`src/design/gbz_pkg.sv`:
```
// Shared types and constants for the grid bilinear Z correction block.
// No dependencies; imported by gbz_grid, gbz_muldiv and the top module.
package gbz_pkg;
  localparam int GBZ_SIDE_MAX = 16;

  localparam logic [2:0] CFG_ENABLE     = 3'd0;
  localparam logic [2:0] CFG_X_ORIGIN   = 3'd1;
  localparam logic [2:0] CFG_X_CELL     = 3'd2;
  localparam logic [2:0] CFG_Y_ORIGIN   = 3'd3;
  localparam logic [2:0] CFG_Y_CELL     = 3'd4;
  localparam logic [2:0] CFG_POINTS     = 3'd5;
  localparam logic [2:0] CFG_FADE_START = 3'd6;
  localparam logic [2:0] CFG_FADE_END   = 3'd7;

  // result of the shared multiply-divide unit: |a|*b / d, sign of a apart
  typedef struct packed {
    logic        done;
    logic        neg;
    logic [63:0] q;
    logic [31:0] r;
  } md_res_t;
endpackage

```
`src/design/gbz_muldiv.sv`:
```
// Bit-serial unit: multiplies |a| by b, then divides by d (restoring).
// 32 multiply steps, 64 divide steps. Depends on gbz_pkg.
module gbz_muldiv (
  input  logic                  clk,
  input  logic                  rst_n,
  input  logic                  start,
  input  logic signed [32:0]    a,
  input  logic [31:0]           b,
  input  logic [31:0]           d,
  output gbz_pkg::md_res_t      res
);
  import gbz_pkg::*;
  typedef enum logic [1:0] {M_IDLE, M_MUL, M_DIV, M_DONE} mstate_t;

  mstate_t     state_r;
  logic [32:0] mag_r;
  logic [31:0] b_r;
  logic [31:0] d_r;
  logic [63:0] p_r;
  logic [31:0] rem_r;
  logic [5:0]  cnt_r;
  logic        neg_r;
  logic [32:0] sh;
  logic [32:0] sub;

  assign sh  = {rem_r, p_r[63]};
  assign sub = sh - {1'b0, d_r};

  always_ff @(posedge clk) begin
    if (!rst_n) begin
      state_r <= M_IDLE;
    end else begin
      case (state_r)
        M_IDLE: if (start) begin
          neg_r   <= a[32];
          mag_r   <= a[32] ? 33'(-a) : 33'(a);
          b_r     <= b;
          d_r     <= d;
          p_r     <= '0;
          cnt_r   <= 6'd31;
          state_r <= M_MUL;
        end
        M_MUL: begin
          p_r <= {p_r[62:0], 1'b0} + (b_r[31] ? {31'd0, mag_r} : 64'd0);
          b_r <= {b_r[30:0], 1'b0};
          if (cnt_r == 6'd0) begin
            cnt_r   <= 6'd63;
            rem_r   <= '0;
            state_r <= M_DIV;
          end else begin
            cnt_r <= cnt_r - 6'd1;
          end
        end
        M_DIV: begin
          if (!sub[32]) begin
            rem_r <= sub[31:0];
            p_r   <= {p_r[62:0], 1'b1};
          end else begin
            rem_r <= sh[31:0];
            p_r   <= {p_r[62:0], 1'b0};
          end
          cnt_r <= cnt_r - 6'd1;
          if (cnt_r == 6'd0) state_r <= M_DONE;
        end
        M_DONE: state_r <= M_IDLE;
        default: state_r <= M_IDLE;
      endcase
    end
  end

  assign res.done = (state_r == M_DONE);
  assign res.neg  = neg_r;
  assign res.q    = p_r;
  assign res.r    = rem_r;
endmodule

```
`config.mk`:
```
export PLATFORM = sky130hd
export DESIGN_NAME = gbz_muldiv
export DESIGN_NICKNAME = d
export VERILOG_FILES = /design/src/design/gbz_pkg.sv /design/src/design/gbz_muldiv.sv
export SDC_FILE = /design/constraint.sdc
export NUM_CORES = 1
export LEC_CHECK = 0
export ABC_CLOCK_PERIOD_IN_PS = 18100
export BUFFER_PORTS_ARGS = -buffer_cell sky130_fd_sc_hd__buf_2
export CORE_ASPECT_RATIO = 2
export CORE_MARGIN = 2
export CORE_UTILIZATION = 49
export CTS_BUF_LIST = sky130_fd_sc_hd__clkbuf_8
export DETAILED_ROUTE_END_ITERATION = 10
export PLACE_DENSITY = 0.7
export SLEW_MARGIN = 20
export SYNTH_ARGS = -nofsm -noshare
export SYNTH_HDL_FRONTEND = slang
export SYNTH_SLANG_ARGS = --single-unit
```
`constraint.sdc`:
```
create_clock -name clk -period 18.1 [get_ports clk]
set_clock_uncertainty 0.05 [all_clocks]
set_input_delay 3.62 -clock clk [delete_from_list [all_inputs] [get_ports clk]]
set_output_delay 3.62 -clock clk [all_outputs]
set_load 0.03 [all_outputs]
```
---- After elaboration in Yosys (flattened, before gate mapping) ----
Index checks and enable logic that the tools add are counted.
storage, ports and cells
  register bits after elaboration ......... 202
  latch bits .............................. 0
  memory bits (writable) .................. 0
  bits in read-only memories .............. 0
  input bits .............................. 100
  output and inout port bits .............. 98
  logic and storage cells ................. 46
  memories kept ........................... 0
cells by class
  add/subtract/negate cells ............... 4
  $mul .................................... 0
  div/mod/pow operators ................... 0
  $lt $le $gt $ge ......................... 0
  equal/unequal tests ..................... 6
  shift operators ......................... 0
  muxes and demuxes ....................... 17
  bitwise gates (word level) .............. 0
  reductions and logical operators ........ 10
operators by type and width
  kind                                                                 number
  64-bit one-hot mux with 3 select lines                               1
  32-bit 2-to-1 mux                                                    4
  32-bit one-hot mux with 2 select lines                               2
  64-bit by 33-bit adder with 64-bit output                            1
  64-bit 2-to-1 mux                                                    1
  33-bit 2-to-1 mux                                                    1
  33-bit negation                                                      1
  33-bit by 32-bit subtractor with 33-bit output                       1
  6-bit one-hot mux with 3 select lines                                1
  3-bit AND reduction                                                  5
  6-bit 2-to-1 mux                                                     2
  2-bit one-hot mux with 4 select lines                                1
  6-bit logical NOT                                                    1
  2-bit 2-to-1 mux                                                     3
  2-bit != test (second input constant)                                3
  6-bit by 1-bit subtractor with 6-bit output (second input constant)  1
  2-bit == test (second input constant)                                2
  2-bit nonzero test                                                   2
  3-bit nonzero test                                                   1
  2-bit by 1-bit == test with 1-bit output (second input constant)     1
  2-bit logical NOT                                                    1
  1-bit 2-to-1 mux                                                     1

---- Depth between registers and ports, before layout ----
  depth after elaboration ................. 3
  mapped depth ............................ 15
  gate-level depth less buffers ........... 13

---- Worst setup path before layout ----
No wires, ideal clock.
  path type ............................... in2reg
  start point ............................. in rst_n
  end point ............................... reg cnt_r[0] (enable)
  setup time .............................. 0.606 ns
  arrival ................................. 8.720 ns
  path slack .............................. 8.724 ns
  stages .................................. 1
  path buffers ............................ 0
  cells stage by stage .................... a21boi_0
between the ends
  cells in the longest elaborated chain, start to end .. 1
RTL lines
  element                               line              text
  from (decl)                           gbz_muldiv.sv:5   input logic rst_n,
  3-bit AND reduction (no source line)  --
  to (signal assigned)                  gbz_muldiv.sv:51  cnt_r <= cnt_r - 6'd1;
  to (signal assigned)                  gbz_muldiv.sv:62  cnt_r <= cnt_r - 6'd1;
  to (decl)                             gbz_muldiv.sv:21  logic [5:0] cnt_r;
No other way between the ends.
A chain may end at the register's enable or synchronous reset.

---- Worst setup path after layout ----
  start point ............................. in a[4]
  end point ............................... reg mag_r[31] (data pin)
between the ends
  cells in the longest elaborated chain, start to end .. 2
RTL lines
  element               line              text
  from (decl)           gbz_muldiv.sv:7   input logic signed [32:0] a,
  33-bit negation       gbz_muldiv.sv:36  mag_r <= a[32] ? 33'(-a) : 33'(a);
  32-bit 2-to-1 mux     gbz_muldiv.sv:36
  to (signal assigned)  gbz_muldiv.sv:36
  to (decl)             gbz_muldiv.sv:16  logic [32:0] mag_r;
No other way between the ends.

==> summary.md <==
| Metric | Value |
|---|---|
| Period Utilization, post-route | 0.308 |
| Fmax | 0.179 GHz |
| Clock Sinks | between 200 and 250 |
| Crit path time final | around 5.6 ns |
| Worst-Margin Slew | approximately 0.97 ns |
| CTS Buf Count | 31 |
| Total leakage power | 0.00605 uW |
| Commonest cells in the synthesized netlist | 200 x edfxtp_1, 108 x nand2_1, 78 x a21oi_1 |
| Area of the mapped netlist | between 0.01 and 0.015 sq mm |
| Root Buffer | clkbuf_8 |
| ANT nets after route | 0 |
| Status | completed |
| Worst slew margin | 0.353 |
| Starting Density | 0.494 |
| Hold WC Path Type | reg -> reg |
| Count of cell types in the netlist | 79 |
| CP bufs+invs | 2 |
| VDD IR max | just over 0.09 mV |
| # rows | 85 |
| Final net count | between 1,500 and 2,000 |
| Grt ovf | 0 |
| Fin. max-slew vios | 0 |
| Post-CTS Setup Inserts | 0 |
| Synth top area share | 0.453 |
| CP cell instances | buf_2 -> nor4_1 -> clkinv_1 -> nor3_2 -> nand3_1 -> or2_1 -> or3_1 -> o41ai_2 -> xnor2_1 |
| Filler instances | around 2,400 |
| Switching Fraction | 0.415 |
| Worst EP arrival | ~6 ns |
| Top FF cell, synth | edfxtp_1 |
| Crit path launch type | input pin |
| Setup CP Type | in -> reg |
| Syn avg cell area | a little over 10 sq um |
| Clk pin slew, worst setup/hold paths | ~0.070 ns |
| I/O pins | 198 |
| DRT Wirelength | approximately 34,000 um |
| Gate Count Post-Synth | about 1,300 |
| Pre-Repair DR Iteration Count | 5 |
| Die H | ~240 um |
| Clock Path Buffers | 3 |
| Final Power | around 1900 uW |
| Reg power frac | 0.377 |
| Cell family with most CP delay | simple AND/OR/NAND/NOR gates |
| Routed vias | approximately 11,000 |
| # setup viols final | 0 |
| GP Congestion | about 0.90 |
| H-tree levels | 1 |
| P per Cell Area | 127 mW/mm^2 |
| Psw | 793 uW |
| Core area | approximately 0.027 sq mm |
| Int Power | 1120 uW |
| CP Max Fanout | 5 |
| Async SR Flop Fraction | 0 |
| Worst skew pair latency | about 0.62 ns |
| Worst Path Required | 18.41 ns |
| WL/cell | 18.6 um |
| Cell taking the most area after synthesis | edfxtp_1 |
| Critical-path top delay cell | nor4_1 |
| EDFF count, synth | 200 |
| CTS tree | done |
| Syn Nets | around 1,500 |
| Vias in the first global route | 11,023 |
| CTS Hold Bufs | 0 |
| Port bufs | between 150 and 200 |
| PostCTS Resize Cnt | 0 |
| Die X | approximately 120 um |
| Synth Warn # | 0 |
| Setup crit end kind | register |
| Comb power frac | 0.444 |
| Post-DP HPWL | ~25,000 um |
| Share of layout cells above drive strength 1 | 0.200 |
| Initial antenna violation count | 2 |
| First-pass GRT wire length | roughly 54,000 um |
| Clock power share | 0.179 |
| RSZ-0062 raised after global routing | no |
| Setup TNS Final | 0 ns |
| Dominant cell by count in the synthesized netlist | edfxtp_1 |
| Drt drc | 0 |
| Largest net degree at the start of global routing | 71 |
| CP max stage delay | roughly 0.36 ns |
| Final Hold Fails | 0 |
| Drt initial violations | around 570 |
| Vias per cell | about 5.8 |
| Register area share after synthesis | 0.456 |
| Total GRT Usage | 0.237 |
| Flop and latch count out of synthesis | a little over 200 |
| Die area | 0.0285 sq mm |
| Synth-to-layout area growth | 13.7% |
| Area contributors post-synth | edfxtp_1 45%, ha_1 6.7%, xnor2_1 4.1%, nand2_1 3.1%, a21oi_1 2.9% |
| Max_cap viols | 0 |
[worst paths after layout]
| kind | startpoint | endpoint | slack [ns] | cells past startpoint |
|---|---|---|---|---|
| worst max-delay path | a[4] | mag_r[31] | 12.53 | 9 |
| worst min-delay path | b_r[9] | b_r[10] | 0.49 | 1 |
| worst min register to register | b_r[9] | b_r[10] | 0.49 | 1 |
| worst max register to register | b_r[31] | p_r[63] | 13.64 | 13 |
[placed cells by master (no fill, tap or decap), types with 14 or more instances in the layout]
cell,n
and2_1,43
nor2_1,75
ha_1,70
xor2_1,24
inv_1,73
clkbuf_8,31
a21o_1,26
and3_1,15
buf_2,197
nand2_1,108
mux2_2,31
nand3_1,48
nand4_1,19
xnor2_1,62
o211ai_1,14
mux2i_1,30
edfxtp_1,200
nor2b_1,30
o21ai_1,21
o21ai_0,66
a21oi_1,78
a22oi_1,18
[power by group through the flow]
stage / clock network, uW / registers (uW) / logic (uW)
after floorplan: 0 / 800 / 550
after global placement: 0 / 727 / 835
after detailed placement: 0 / 731 / 846
after CTS: 352 / 722 / 851
after global routing: 368 / 733 / 930
final: 342 / 722 / 848
[worst reg2reg max path, delay by kind of cell (launching register included)]
kind / cells / cell delay (ns)
AO/OA/AOI/OAI: 6 / 1.56
adder cells (fa/ha/maj): 2 / 0.60
buffers and inverters: 1 / 0.07
flip-flops: 1 / 0.90
AND/OR/NAND/NOR: 4 / 1.07
[area by class of cell]
cell class / instances / area [sq um] / share of cell area
antenna: 2 / 5.00 / 0.000332
clock buffer: 31 / 427 / 0.0283
clock inverter: 23 / 97.6 / 0.00648
inverter: 69 / 259 / 0.0172
multi-input combinational: 969 / 6720 / 0.446
sequential: 202 / 6050 / 0.401
tap: 348 / 435 / 0.0289
timing repair buffer: 209 / 1080 / 0.0714
[flip-flops by register name, summed over array words and instances (netlist names)]
register,count
p_r,64
mag_r,33
b_r,32
d_r,32
rem_r,32
cnt_r,6
state_r,2
neg_r,1
[layer usage]
metal	vias up	global-route usage	wire length (um)
met5	-	0	0
met4	0	0.119	1540
met3	84	0.0352	1680
met2	327	0.468	19000
met1	5221	0.231	12200
li1	5194	-	-
[metrics by stage]
stage                      util  hold WS [ns]  instances  worst slack (ns)  cell area [sq um]
final                     0.562         0.493       1853             12.53              15100
after global routing      0.562         0.506       1853             12.35              15100
after CTS                 0.562         0.499       1851             12.53              15100
after detailed placement  0.542         0.481       1797             11.88              14500
after global placement    0.542         0.479       1797             11.89              14500
after floorplan               -         0.473       1296              8.72              13300
[cells by family after synthesis]
| group | synth area share |
|---|---|
| AO/OA/AOI/OAI | 0.169 |
| XOR/XNOR | 0.0568 |
| adder cells (fa/ha/maj) | 0.0701 |
| buffers and inverters | 0.0385 |
| flip-flops | 0.456 |
| multiplexers | 0.0490 |
| AND/OR/NAND/NOR | 0.161 |
Power figures use the tool's default switching activity.
